<file path="src/rtl/core/ubxnav_pkg.sv">
// shared types and constants of the ubx nav frame parser
`timescale 1ns / 1ps
package ubxnav_pkg;

  // payload bytes at this offset or beyond are summed but not stored
  localparam int unsigned MaxPayload = 256;

  localparam logic [7:0] SyncOne  = 8'hB5;
  localparam logic [7:0] SyncTwo  = 8'h62;
  localparam logic [7:0] ClassNav = 8'h01;

  localparam logic [15:0] LenPosition = 16'd28;
  localparam logic [15:0] LenVelocity = 16'd36;
  localparam logic [15:0] LenStatus   = 16'd16;
  localparam logic [15:0] LenSolution = 16'd52;
  localparam logic [15:0] LenUtcTime  = 16'd20;

  localparam int unsigned CfgAddrWidth = 5;
  localparam int unsigned CfgDataWidth = 32;

  typedef enum logic [1:0] {
    StNone   = 2'd0,
    StError  = 2'd1,
    StAccept = 2'd2
  } status_e;

  typedef enum logic [2:0] {
    ErrNone     = 3'd0,
    ErrSync1    = 3'd1,
    ErrSync2    = 3'd2,
    ErrChecksum = 3'd3,
    ErrClass    = 3'd4,
    ErrIdSize   = 3'd5
  } cause_e;

  typedef enum logic [2:0] {
    KindPosition = 3'd0,
    KindVelocity = 3'd1,
    KindStatus   = 3'd2,
    KindSatInfo  = 3'd3,
    KindSolution = 3'd4,
    KindUtcTime  = 3'd5
  } kind_e;

  typedef enum logic [2:0] {
    RegIdPosition = 3'd0,
    RegIdVelocity = 3'd1,
    RegIdStatus   = 3'd2,
    RegIdSatInfo  = 3'd3,
    RegIdSolution = 3'd4,
    RegIdUtcTime  = 3'd5
  } reg_e;

  typedef struct packed {
    logic [7:0] id_position;
    logic [7:0] id_velocity;
    logic [7:0] id_status;
    logic [7:0] id_satellite_info;
    logic [7:0] id_solution;
    logic [7:0] id_utc_time;
  } cfg_t;

  localparam cfg_t CfgReset = '{
    id_position:       8'd2,
    id_velocity:       8'd18,
    id_status:         8'd3,
    id_satellite_info: 8'd48,
    id_solution:       8'd6,
    id_utc_time:       8'd33
  };

  typedef struct packed {
    status_e    status;
    logic [7:0] accepted_id;
    cause_e     error_cause;
    logic       payload_valid;
    kind_e      payload_kind;
    logic [7:0] payload_index;
    logic [7:0] payload_byte;
    logic       commit;
    kind_e      commit_kind;
  } res_t;

endpackage

</file>
<file path="src/rtl/core/ubxnav_cfg.sv">
// apb register file holding the six nav message ids
`timescale 1ns / 1ps
module ubxnav_cfg (
  input  logic                                 clk_i,
  input  logic                                 rst_ni,
  input  logic                                 psel,
  input  logic                                 penable,
  input  logic                                 pwrite,
  input  logic [ubxnav_pkg::CfgAddrWidth-1:0]  paddr,
  input  logic [ubxnav_pkg::CfgDataWidth-1:0]  pwdata,
  output logic [ubxnav_pkg::CfgDataWidth-1:0]  prdata,
  output logic                                 pready,
  output ubxnav_pkg::cfg_t                     cfg_o
);
  import ubxnav_pkg::*;

  cfg_t cfg_q;
  cfg_t cfg_d;
  reg_e reg_idx;
  logic wr_en;
  logic [7:0] rd_val;

  assign reg_idx = reg_e'(paddr[CfgAddrWidth-1:2]);
  assign wr_en   = psel & penable & pwrite;
  assign pready  = 1'b1;

  always_comb begin
    cfg_d = cfg_q;
    if (wr_en) begin
      unique case (reg_idx)
        RegIdPosition: cfg_d.id_position       = pwdata[7:0];
        RegIdVelocity: cfg_d.id_velocity       = pwdata[7:0];
        RegIdStatus:   cfg_d.id_status         = pwdata[7:0];
        RegIdSatInfo:  cfg_d.id_satellite_info = pwdata[7:0];
        RegIdSolution: cfg_d.id_solution       = pwdata[7:0];
        RegIdUtcTime:  cfg_d.id_utc_time       = pwdata[7:0];
        default:       cfg_d = cfg_q;
      endcase
    end
  end

  always_comb begin
    unique case (reg_idx)
      RegIdPosition: rd_val = cfg_q.id_position;
      RegIdVelocity: rd_val = cfg_q.id_velocity;
      RegIdStatus:   rd_val = cfg_q.id_status;
      RegIdSatInfo:  rd_val = cfg_q.id_satellite_info;
      RegIdSolution: rd_val = cfg_q.id_solution;
      RegIdUtcTime:  rd_val = cfg_q.id_utc_time;
      default:       rd_val = 8'd0;
    endcase
  end

  assign prdata = {{(CfgDataWidth-8){1'b0}}, rd_val};

  always_ff @(posedge clk_i or negedge rst_ni) begin
    if (!rst_ni) begin
      cfg_q <= CfgReset;
    end else begin
      cfg_q <= cfg_d;
    end
  end

  assign cfg_o = cfg_q;

endmodule

</file>
<file path="src/rtl/core/ubxnav_parser.sv">
// frame parser state and per-byte result logic
`timescale 1ns / 1ps
module ubxnav_parser (
  input  logic              clk_i,
  input  logic              rst_ni,
  input  logic              accept_i,
  input  logic [7:0]        rx_byte_i,
  input  ubxnav_pkg::cfg_t  cfg_i,
  output ubxnav_pkg::res_t  res_o
);
  import ubxnav_pkg::*;

  localparam logic [2:0] PhSync1 = 3'd0;
  localparam logic [2:0] PhSync2 = 3'd1;
  localparam logic [2:0] PhClass = 3'd2;
  localparam logic [2:0] PhId    = 3'd3;
  localparam logic [2:0] PhLen   = 3'd4;
  localparam logic [2:0] PhData  = 3'd5;
  localparam logic [2:0] PhCkA   = 3'd6;
  localparam logic [2:0] PhCkB   = 3'd7;

  localparam logic [15:0] MaxPayloadLen = 16'(MaxPayload);

  logic [2:0]  phase_q, phase_d;
  logic [7:0]  class_q, class_d;
  logic [7:0]  id_q, id_d;
  logic [15:0] len_q, len_d;
  logic        len_sel_q, len_sel_d;
  logic [15:0] count_q, count_d;
  logic [7:0]  sum_a_q, sum_a_d;
  logic [7:0]  sum_b_q, sum_b_d;
  logic [7:0]  ck_a_q, ck_a_d;
  logic        skip_q, skip_d;
  kind_e       kind_q, kind_d;

  logic [7:0]  sum_a_add;
  logic [7:0]  sum_b_add;
  logic [15:0] len_full;
  logic [15:0] count_inc;
  logic        known;
  kind_e       new_kind;

  assign sum_a_add = sum_a_q + rx_byte_i;
  assign sum_b_add = sum_b_q + sum_a_add;
  assign len_full  = {rx_byte_i, len_q[7:0]};
  assign count_inc = count_q + 16'd1;

  // first matching id wins, in register order
  always_comb begin
    known    = 1'b1;
    new_kind = KindPosition;
    priority if (id_q == cfg_i.id_position && len_full == LenPosition) begin
      new_kind = KindPosition;
    end else if (id_q == cfg_i.id_velocity && len_full == LenVelocity) begin
      new_kind = KindVelocity;
    end else if (id_q == cfg_i.id_status && len_full == LenStatus) begin
      new_kind = KindStatus;
    end else if (id_q == cfg_i.id_satellite_info) begin
      new_kind = KindSatInfo;
    end else if (id_q == cfg_i.id_solution && len_full == LenSolution) begin
      new_kind = KindSolution;
    end else if (id_q == cfg_i.id_utc_time && len_full == LenUtcTime) begin
      new_kind = KindUtcTime;
    end else begin
      known = 1'b0;
    end
  end

  always_comb begin
    phase_d   = phase_q;
    class_d   = class_q;
    id_d      = id_q;
    len_d     = len_q;
    len_sel_d = len_sel_q;
    count_d   = count_q;
    sum_a_d   = sum_a_q;
    sum_b_d   = sum_b_q;
    ck_a_d    = ck_a_q;
    skip_d    = skip_q;
    kind_d    = kind_q;

    res_o               = '0;
    res_o.status        = StNone;
    res_o.error_cause   = ErrNone;
    res_o.payload_kind  = KindPosition;
    res_o.commit_kind   = KindPosition;

    unique case (phase_q)
      PhSync1: begin
        if (rx_byte_i == SyncOne) begin
          phase_d = PhSync2;
        end else begin
          res_o.status      = StError;
          res_o.error_cause = ErrSync1;
        end
      end
      PhSync2: begin
        // a repeated first sync byte keeps waiting for the second
        if (rx_byte_i == SyncTwo) begin
          sum_a_d = 8'd0;
          sum_b_d = 8'd0;
          phase_d = PhClass;
        end else if (rx_byte_i != SyncOne) begin
          res_o.status      = StError;
          res_o.error_cause = ErrSync2;
          phase_d           = PhSync1;
        end
      end
      PhClass: begin
        class_d = rx_byte_i;
        sum_a_d = sum_a_add;
        sum_b_d = sum_b_add;
        phase_d = PhId;
      end
      PhId: begin
        id_d      = rx_byte_i;
        sum_a_d   = sum_a_add;
        sum_b_d   = sum_b_add;
        len_sel_d = 1'b0;
        len_d     = 16'd0;
        phase_d   = PhLen;
      end
      PhLen: begin
        sum_a_d = sum_a_add;
        sum_b_d = sum_b_add;
        if (!len_sel_q) begin
          len_d     = {len_q[15:8], rx_byte_i};
          len_sel_d = 1'b1;
        end else begin
          len_d     = len_full;
          len_sel_d = 1'b0;
          if (class_q == ClassNav) begin
            if (known) begin
              kind_d = new_kind;
              skip_d = 1'b0;
            end else begin
              // skipped quietly: cause only, no error status
              skip_d            = 1'b1;
              res_o.error_cause = ErrIdSize;
            end
          end else begin
            skip_d            = 1'b1;
            res_o.status      = StError;
            res_o.error_cause = ErrClass;
          end
          count_d = 16'd0;
          phase_d = (len_full == 16'd0) ? PhCkA : PhData;
        end
      end
      PhData: begin
        if (!skip_q) begin
          if (count_q < MaxPayloadLen) begin
            res_o.payload_valid = 1'b1;
            res_o.payload_kind  = kind_q;
            res_o.payload_index = count_q[7:0];
            res_o.payload_byte  = rx_byte_i;
          end
          sum_a_d = sum_a_add;
          sum_b_d = sum_b_add;
        end
        count_d = count_inc;
        if (count_inc == len_q) begin
          phase_d = PhCkA;
        end
      end
      PhCkA: begin
        ck_a_d  = rx_byte_i;
        phase_d = PhCkB;
      end
      PhCkB: begin
        if (sum_a_q == ck_a_q && sum_b_q == rx_byte_i) begin
          if (!skip_q) begin
            res_o.status      = StAccept;
            res_o.accepted_id = id_q;
            res_o.commit      = 1'b1;
            res_o.commit_kind = kind_q;
          end
        end else begin
          res_o.status      = StError;
          res_o.error_cause = ErrChecksum;
        end
        phase_d = PhSync1;
      end
      default: phase_d = PhSync1;
    endcase
  end

  always_ff @(posedge clk_i or negedge rst_ni) begin
    if (!rst_ni) begin
      phase_q   <= PhSync1;
      class_q   <= 8'd0;
      id_q      <= 8'd0;
      len_q     <= 16'd0;
      len_sel_q <= 1'b0;
      count_q   <= 16'd0;
      sum_a_q   <= 8'd0;
      sum_b_q   <= 8'd0;
      ck_a_q    <= 8'd0;
      skip_q    <= 1'b0;
      kind_q    <= KindPosition;
    end else if (accept_i) begin
      phase_q   <= phase_d;
      class_q   <= class_d;
      id_q      <= id_d;
      len_q     <= len_d;
      len_sel_q <= len_sel_d;
      count_q   <= count_d;
      sum_a_q   <= sum_a_d;
      sum_b_q   <= sum_b_d;
      ck_a_q    <= ck_a_d;
      skip_q    <= skip_d;
      kind_q    <= kind_d;
    end
  end

endmodule

</file>
<file path="src/rtl/core/ubx_nav_frame_parser.sv">
// UBX nav frame parser, one received byte per request, one result per byte.
// Each accepted byte updates the parser state and produces its result in the
// same cycle, which lands in a single output register; with out_ready_i held
// high a byte is taken every clock, and the result shows in the cycle after its
// request. The output register sets the throughput: while it holds a result that
// is not taken, in_ready_o stays low. Payload bytes of known nav messages come
// out with kind and offset; a frame with a good checksum is reported by commit
// and status. The message ids are APB registers at byte addresses 0, 4, 8, 12,
// 16 and 20.
`timescale 1ns / 1ps
module ubx_nav_frame_parser (
  input  logic                                 clk_i,
  input  logic                                 rst_ni,
  input  logic                                 in_valid_i,
  output logic                                 in_ready_o,
  input  logic [7:0]                           rx_byte_i,
  output logic                                 out_valid_o,
  input  logic                                 out_ready_i,
  output logic [1:0]                           status_o,
  output logic [7:0]                           accepted_id_o,
  output logic [2:0]                           error_cause_o,
  output logic                                 payload_valid_o,
  output logic [2:0]                           payload_kind_o,
  output logic [7:0]                           payload_index_o,
  output logic [7:0]                           payload_byte_o,
  output logic                                 commit_o,
  output logic [2:0]                           commit_kind_o,
  input  logic                                 psel,
  input  logic                                 penable,
  input  logic                                 pwrite,
  input  logic [ubxnav_pkg::CfgAddrWidth-1:0]  paddr,
  input  logic [ubxnav_pkg::CfgDataWidth-1:0]  pwdata,
  output logic [ubxnav_pkg::CfgDataWidth-1:0]  prdata,
  output logic                                 pready
);
  import ubxnav_pkg::*;

  cfg_t cfg;
  res_t res;
  res_t out_q;
  logic out_valid_q;
  logic in_fire;

  assign in_ready_o = ~out_valid_q | out_ready_i;
  assign in_fire    = in_valid_i & in_ready_o;

  ubxnav_cfg u_cfg (
    .clk_i   (clk_i),
    .rst_ni  (rst_ni),
    .psel    (psel),
    .penable (penable),
    .pwrite  (pwrite),
    .paddr   (paddr),
    .pwdata  (pwdata),
    .prdata  (prdata),
    .pready  (pready),
    .cfg_o   (cfg)
  );

  ubxnav_parser u_parser (
    .clk_i     (clk_i),
    .rst_ni    (rst_ni),
    .accept_i  (in_fire),
    .rx_byte_i (rx_byte_i),
    .cfg_i     (cfg),
    .res_o     (res)
  );

  always_ff @(posedge clk_i or negedge rst_ni) begin
    if (!rst_ni) begin
      out_valid_q <= 1'b0;
    end else if (in_fire) begin
      out_valid_q <= 1'b1;
    end else if (out_ready_i) begin
      out_valid_q <= 1'b0;
    end
  end

  always_ff @(posedge clk_i) begin
    if (in_fire) begin
      out_q <= res;
    end
  end

  assign out_valid_o     = out_valid_q;
  assign status_o        = out_q.status;
  assign accepted_id_o   = out_q.accepted_id;
  assign error_cause_o   = out_q.error_cause;
  assign payload_valid_o = out_q.payload_valid;
  assign payload_kind_o  = out_q.payload_kind;
  assign payload_index_o = out_q.payload_index;
  assign payload_byte_o  = out_q.payload_byte;
  assign commit_o        = out_q.commit;
  assign commit_kind_o   = out_q.commit_kind;

  // every request leaves a result behind
  a_result_follows: assert property (@(posedge clk_i) disable iff (!rst_ni)
    in_fire |=> out_valid_o)
    else $error("no result after accepted byte");

  // a result that is not taken blocks the input
  a_stall_blocks: assert property (@(posedge clk_i) disable iff (!rst_ni)
    (out_valid_o && !out_ready_i) |-> !in_ready_o)
    else $error("input ready while result stalled");

  // a commit always reports an accepted message
  a_commit_status: assert property (@(posedge clk_i) disable iff (!rst_ni)
    (out_valid_o && commit_o) |-> (status_o == StAccept && !payload_valid_o))
    else $error("commit without accept status");

  // a payload byte is never an error
  a_payload_clean: assert property (@(posedge clk_i) disable iff (!rst_ni)
    (out_valid_o && payload_valid_o) |-> (status_o == StNone && error_cause_o == ErrNone))
    else $error("payload byte with error");

endmodule

</file>
<file path="config.mk">
export PLATFORM = sky130hd
export DESIGN_NAME = ubx_nav_frame_parser
export DESIGN_NICKNAME = d
export VERILOG_FILES = /design/src/rtl/core/ubxnav_pkg.sv /design/src/rtl/core/ubxnav_cfg.sv /design/src/rtl/core/ubxnav_parser.sv /design/src/rtl/core/ubx_nav_frame_parser.sv
export SDC_FILE = /design/constraint.sdc
export NUM_CORES = 1
export LEC_CHECK = 0
export ABC_AREA = 1
export BUFFER_PORTS_ARGS = -buffer_cell sky130_fd_sc_hd__clkbuf_2
export CORE_ASPECT_RATIO = 0.6
export CORE_MARGIN = 2
export CORE_UTILIZATION = 35
export CTS_CLUSTER_DIAMETER = 150
export DETAILED_ROUTE_END_ITERATION = 6
export MAX_ROUTING_LAYER = met4
export PLACE_DENSITY = 0.64
export SLEW_MARGIN = 5
export SYNTH_ARGS = -nofsm -noshare
export SYNTH_HDL_FRONTEND = slang
export SYNTH_HIERARCHICAL = 1
export SYNTH_SLANG_ARGS = --single-unit
</file>
<file path="constraint.sdc">
create_clock -name clk_i -period 5.5 [get_ports clk_i]
set_input_delay 1.375 -clock clk_i [delete_from_list [all_inputs] [get_ports clk_i]]
set_output_delay 1.375 -clock clk_i [all_outputs]
set_load 0.1 [all_outputs]
</file>
==> summary.txt, run 1 <==
DP HPWL - 20,600 um
Switching share of power - 33.3%
Leak pwr - 5.31 nW
Hold Path End - u_parser/class_q[3]
Cts-stage hold buffer count - 0
Final wirelength - 28,100 um
GRT Residual Overflow - 0
WP data required - 4.12 ns
FF-to-FF Start - u_parser/sum_a_q[0]
# setup viols final - 0
Setup TNS - 0 ns
Mapped Area - 9790 um2
Maximum VDD drop - 0.202 mV
IO Pins - 124
Clock transition at the registers of the reported paths - 0.06 ns
DR DRC count - 3
Antenna cell count - 0
Worst slack, placed - 0.978 ns
Gpl congestion - 0.918
Setup ws final - 0.969 ns
Antenna violations before repair - 0
CP endpoint kind - output port
Setup crit start kind - primary input
Routed vias/inst - 5.16
Die area - 29,400 um2
Vias - 8,457
Post-synth EDFFs - 37
Routed length per instance - 17.1 um
Post-synth top area share - 30.2%
R2R Setup Slk - 2.59 ns
Final ANT Viol Nets - 0
Layout cells sized above 1 - 14.3%
Pins over their slew limit - 0
NetSw - 1.20 mW
Starting DRT DRC Count - 955
Synth Flop Type - dfrtp_1
Failing checks - design-rule violations
Clock buffer depth - 2
Initial DRT Pass Iterations - 7
Synth Instances - 1,201
Vias in the first global route - 7,637
First-pass GRT wire length - 44,300 um
Nets - 1,332
Pint - 2.39 mW
Peak Freq - 221 MHz
Syn. warnings - 6
Period Utilization, post-route - 82.4%
Worst slew pin tran - 0.968 ns
Outcome - complete, but fails checks
Hold Startpoint - u_parser/class_q[3]
Reg2Reg Capture Point - u_parser/sum_b_q[7]
Synth-to-layout area growth - 12.4%
Clock buffer count from CTS - 17
Clk_skew - 0.00932 ns
Register area share after synthesis - 44.5%
Die H - 134 um
Final hold violations - 0
Final Critical Period - 4.53 ns
Main area contributors after synthesis - dfrtp_1, edfxtp_1, nand2_1
Async S/R FF share, synth - 77.7%
Slew headroom - 35.4%
Reg2Reg Depth - 16
H-tree levels - 4
Synth cell count leaders - nand2_1, dfrtp_1, inv_1
Core area - 27,500 um2
RSZ-0062 raised after global routing - no
Setup bufs post-CTS - 0
Initial Util - 35.6%
Crit path kind - in -> out
Most common cell in the netlist - nand2_1
CP max FO - 20
Gate power share - 20.3%
Port buffer count - 72
Overall Global Routing Usage - 20.3%
Syn avg cell area - 8.15 um2
Hold path cells - 2
Post-synthesis register bit count - 166
Clock Latency Late Sink - 0.44 ns
Die Width - 220 um
MaxCap Viol Count - 0
# rows - 47
Hold Path Class - reg -> reg
Pwr Density - 326 nW/um2
Yosys top cell by area - dfrtp_1
CTS root buffer - clkbuf_16
Clock sinks - 166
Largest net degree at the start of global routing - 98
Post_cts resized - 0
Seq pwr share - 41.1%
Unique masters post-synth - 50
CP arrival - 3.16 ns
CTS tree - yes
Clk pwr share - 38.5%
## sequential cells by signal, summed over array words and instances (netlist names)
name,count
u_parser/class_q,8
payload_valid_o,1
u_parser/count_q,16
out_valid_o,1
u_parser/sum_a_q,8
u_parser/skip_q,1
u_parser/kind_q,3
accepted_id_o,8
payload_byte_o,8
u_parser/len_q,16
u_parser/sum_b_q,8
commit_o,1
payload_kind_o,3
u_cfg/cfg_o,48
u_parser/len_sel_q,1
error_cause_o,3
u_parser/ck_a_q,8
payload_index_o,8
status_o,2
commit_kind_o,3
u_parser/id_q,8
u_parser/phase_q,3
## layout by cell type, fill, tap and decap left out, drive strengths merged, types with 2 or more instances in the layout
cell type,n
a21oi,19
edfxtp,37
buf,3
ha,19
fa,2
conb,25
a31oi,2
nand3b,2
inv,124
o22ai,22
o21ai,111
nor3,17
a22o,4
nand3,104
nor4,5
dfstp,11
dfrtp,118
or2,9
clkinv,5
o31ai,2
nor2,119
clkinvlp,2
xnor2,44
xor2,19
clkbuf,90
bufinv,6
nand2,306
nand4,36
## critical path: stages
cell and delay, ns:
clkbuf_2 0.32, inv_2 0.40, nand3_4 0.21, o21ai_0 0.26, inv_1 0.07, nand2_1 0.06, clkbuf_2 0.44
## power groups by stage
stage	Clock, mW	Sequential (mW)	Combinational (mW)
floorplan	0	1.57	0.486
global placement	0	1.50	0.711
detailed placement	0	1.50	0.718
CTS	1.40	1.47	0.723
global route	1.45	1.49	0.784
finish	1.38	1.48	0.730
## final cells by class
type	instances	area, um2
clock buffers	19	433
clock inverters	13	230
fillers	2804	16500
inverters	124	473
multi-input cells	876	4670
flip-flops and latches	166	4350
well taps	367	459
repair buffers	74	382
## how the worst max path moves through the flow
stage	startpoint	end	slack, ns	cells past startpoint
2_1_floorplan	in_valid_i	u_parser/len_q[14]	0.96	7
3_3_place_gp	paddr[4]	prdata[4]	0.99	7
3_5_place_dp	paddr[4]	prdata[4]	0.98	7
4_1_cts	paddr[4]	prdata[4]	0.98	7
5_1_grt	paddr[4]	prdata[1]	0.85	7
6_report	paddr[4]	prdata[4]	0.97	7
## kinds of logic (layout without fill, tap and decap cells)
logic type | after synthesis | count (layout) | share of synthesized area (%)
simple gates | 600 | 600 | 28.7
buf+inv | 182 | 230 | 8.80
compound gates | 167 | 167 | 9.46
flops | 166 | 166 | 44.5
xor+xnor | 63 | 63 | 5.64
fa+ha+maj | 21 | 21 | 2.84
other cells | 2 | 25 | 0.0767
## through the flow
step	hold slack, ns	power [mW]	cells	utilization (%)	cell area [um2]
6_report	0.490	3.59	1639	40.0	11000
5_1_grt	0.515	3.72	1639	40.0	11000
3_3_place_gp	0.468	2.21	1607	37.6	10300
4_1_cts	0.494	3.60	1639	40.0	11000
2_1_floorplan	0.453	2.05	1224	-	9880
3_5_place_dp	0.480	2.21	1607	37.6	10300
## layer usage
layer / global-route usage [%] / vias to the layer above / wire length, um
li1: - / 4039 / -
met1: 32.8 / 4039 / 14500
met2: 24.6 / 355 / 10500
met3: 4.63 / 24 / 2770
met4: 4.74 / 0 / 321
met5: - / - / 0
Note: power is estimated with default switching activity, not from simulation.
==> inputs of run 2 (changes only) <==
==> constraint.sdc (replaced) <==
create_clock -name clk_i -period 4.39 [get_ports clk_i]
set_input_delay 1.0975 -clock clk_i [delete_from_list [all_inputs] [get_ports clk_i]]
set_output_delay 1.0975 -clock clk_i [all_outputs]
set_load 0.1 [all_outputs]
==> summary.txt, run 2 (synthesis gave the netlist of run 1 again) <==
Final wirelength - 27,900 um (was 28,100 um)
Setup TNS - 0 ns (unchanged)
Worst slew pin tran - 0.813 ns (was 0.968 ns)
Setup ws final - 0.626 ns (was 0.969 ns)
Highest-count cells in the layout ignoring fill and taps - nand2_1, dfrtp_1, inv_1 (unchanged)
Clock buffer count from CTS - 17 (unchanged)
Layout cells sized above 1 - 14.9% (was 14.3%)
Cts-stage hold buffer count - 0 (unchanged)
Hold path cells - 2 (unchanged)
Vias - 8,368 (was 8,457)
Antenna violations before repair - 0 (unchanged)
Reg2Reg Capture Point - u_parser/sum_b_q[7] (unchanged)
Final Critical Period - 3.76 ns
MaxCap Viol Count - 0 (unchanged)
Initial Util - 35.6% (unchanged)
Final ANT Viol Nets - 0 (unchanged)
Clock Latency Late Sink - 0.44 ns (about the same)
Vias in the first global route - 7,643 (was 7,637)
Crit path kind - in -> out (unchanged)
Slew headroom - 45.8% (was 35.4%)
Clock sinks - 166 (unchanged)
Setup bufs post-CTS - 0 (unchanged)
GRT Residual Overflow - 0 (unchanged)
Die H - 134 um (unchanged)
Reg2Reg Depth - 16 (unchanged)
Pwr Density - 387 nW/um2 (was 326 nW/um2)
Leak pwr - 5.28 nW (was 5.31 nW)
CTS root buffer - clkbuf_16 (unchanged)
CP arrival - 2.67 ns (was 3.16 ns)
CP cell instances - clkbuf_2 > nor2_8 > nand3_1 > nand2_1 > nor2_1 > nand2_1 > clkbuf_2 (was clkbuf_2 > inv_2 > nand3_4 > o21ai_0 > inv_1 > nand2_1 > clkbuf_2)
Setup crit start kind - primary input (unchanged)
Maximum VDD drop - 0.313 mV (was 0.202 mV)
Post_cts resized - 0 (unchanged)
Routed length per instance - 17.0 um (was 17.1 um)
CTS tree - yes (unchanged)
Overall Global Routing Usage - 20.2% (was 20.3%)
Port buffer count - 72 (unchanged)
Most common cell after layout, fill and taps aside - nand2_1 (unchanged)
Hold Path Class - reg -> reg (unchanged)
CP max FO - 18 (was 20)
Fillers - 2,826 (was 2,804)
Largest net degree at the start of global routing - 85 (was 98)
Nets - 1,337 (was 1,332)
CP Buf/Inv Count - 2 (was 4)
Total Power - 4.24 mW (was 3.59 mW)
Antenna cell count - 0 (unchanged)
Gpl congestion - 0.913 (was 0.918)
DR DRC count - 0 (was 3)
Peak Freq - 266 MHz
Clk_skew - 0.0107 ns (was 0.00932 ns)
CP endpoint kind - output port (unchanged)
Hold Path End - u_parser/class_q[2] (was u_parser/class_q[3])
FF-to-FF Start - u_parser/sum_a_q[0] (unchanged)
Synth-to-layout area growth - 11.8% (was 12.4%)
Die Width - 220 um (unchanged)
Starting DRT DRC Count - 1,082 (was 955)
DP HPWL - 20,400 um (was 20,600 um)
First-pass GRT wire length - 43,900 um (was 44,300 um)
# rows - 47 (unchanged)
Critical Path Slowest Stage Cell - clkbuf_2 (unchanged)
H-tree levels - 4 (unchanged)
Largest register FFs - 48 (unchanged)
R2R Setup Slk - 1.47 ns (was 2.59 ns)
Period Utilization, post-route - 85.7%
Core area - 27,500 um2 (unchanged)
Initial DRT Pass Iterations - 5 (was 7)
Clock transition at the registers of the reported paths - 0.06 ns (about the same)
Outcome - finished clean (was complete, but fails checks)
# setup viols final - 0 (unchanged)
Critical path origin - paddr[2] (was paddr[4])
Pins over their slew limit - 0 (unchanged)
Delay-heaviest family, CP - buffers and inverters (unchanged)
RSZ-0062 raised after global routing - no (unchanged)
WP data required - 3.29 ns (was 4.12 ns)
CP max stage delay - 0.45 ns (was 0.44 ns)
Die area - 29,400 um2 (unchanged)
Hold Startpoint - u_parser/class_q[2] (was u_parser/class_q[3])
Routed vias/inst - 5.09 (was 5.16)
IO Pins - 124 (unchanged)
Final hold violations - 0 (unchanged)
Clock buffer depth - 2 (unchanged)
Worst slack, placed - 0.572 ns (was 0.978 ns)
run 2: cell types whose count changed in the layout (fill, tap and decap cells not counted), sizes merged:
cell,before,now
buf,3,8
clkbuf,90,89
inv,124,127
clkinvlp,2,5
bufinv,6,1
run 2: worst reg2reg max path, delay by kind of cell (launching register included):
family | cells | cell delay, ns
compound gates | 4 | 0.61
flops | 1 | 0.41
simple gates | 7 | 0.58
xor+xnor | 1 | 0.20
buf+inv | 1 | 0.06
fa+ha+maj | 3 | 0.93
run 2: metal layers:
layer | part of all wire [%] | global-route usage (%)
met1 | 52 | 32.0
met2 | 37 | 24.4
met3 | 9.6 | 5.75
met4 | 1.2 | 4.25
met5 | 0 | -
run 2: power breakdown:
group | internal (mW) | switching, mW
Combinational | 0.215 | 0.703
Clock | 0.798 | 0.674
Sequential | 1.72 | 0.128
run 2: layout make-up:
| class | count | area (um2) | area share (%) |
|---|---|---|---|
| clock buffers | 18 | 439 | 4.01 |
| repair buffers | 79 | 419 | 3.83 |
| multi-input cells | 876 | 4670 | 42.7 |
| flip-flops and latches | 166 | 4350 | 39.8 |
| clock inverters | 14 | 126 | 1.15 |
| well taps | 367 | 459 | 4.20 |
| inverters | 124 | 473 | 4.32 |
run 2: how the worst max path moves through the flow:
| stage | end | cells past startpoint |
|---|---|---|
| 2_1_floorplan | u_parser/len_q[14] | 7 |
| 3_3_place_gp | u_parser/sum_b_q[7] | 17 |
| 3_5_place_dp | u_parser/sum_b_q[7] | 17 |
| 4_1_cts | prdata[2] | 6 |
| 5_1_grt | prdata[2] | 6 |
| 6_report | prdata[0] | 7 |
run 2: through the flow:
| step | util, % | hold slack, ns | area, um2 | cells |
|---|---|---|---|---|
| CTS | 39.8 | 0.494 | 10900 | 1644 |
| floorplan | - | 0.453 | 9880 | 1224 |
| global placement | 37.7 | 0.467 | 10400 | 1612 |
| detailed placement | 37.7 | 0.479 | 10400 | 1612 |
| global route | 39.8 | 0.508 | 10900 | 1644 |
| finish | 39.8 | 0.491 | 10900 | 1644 |
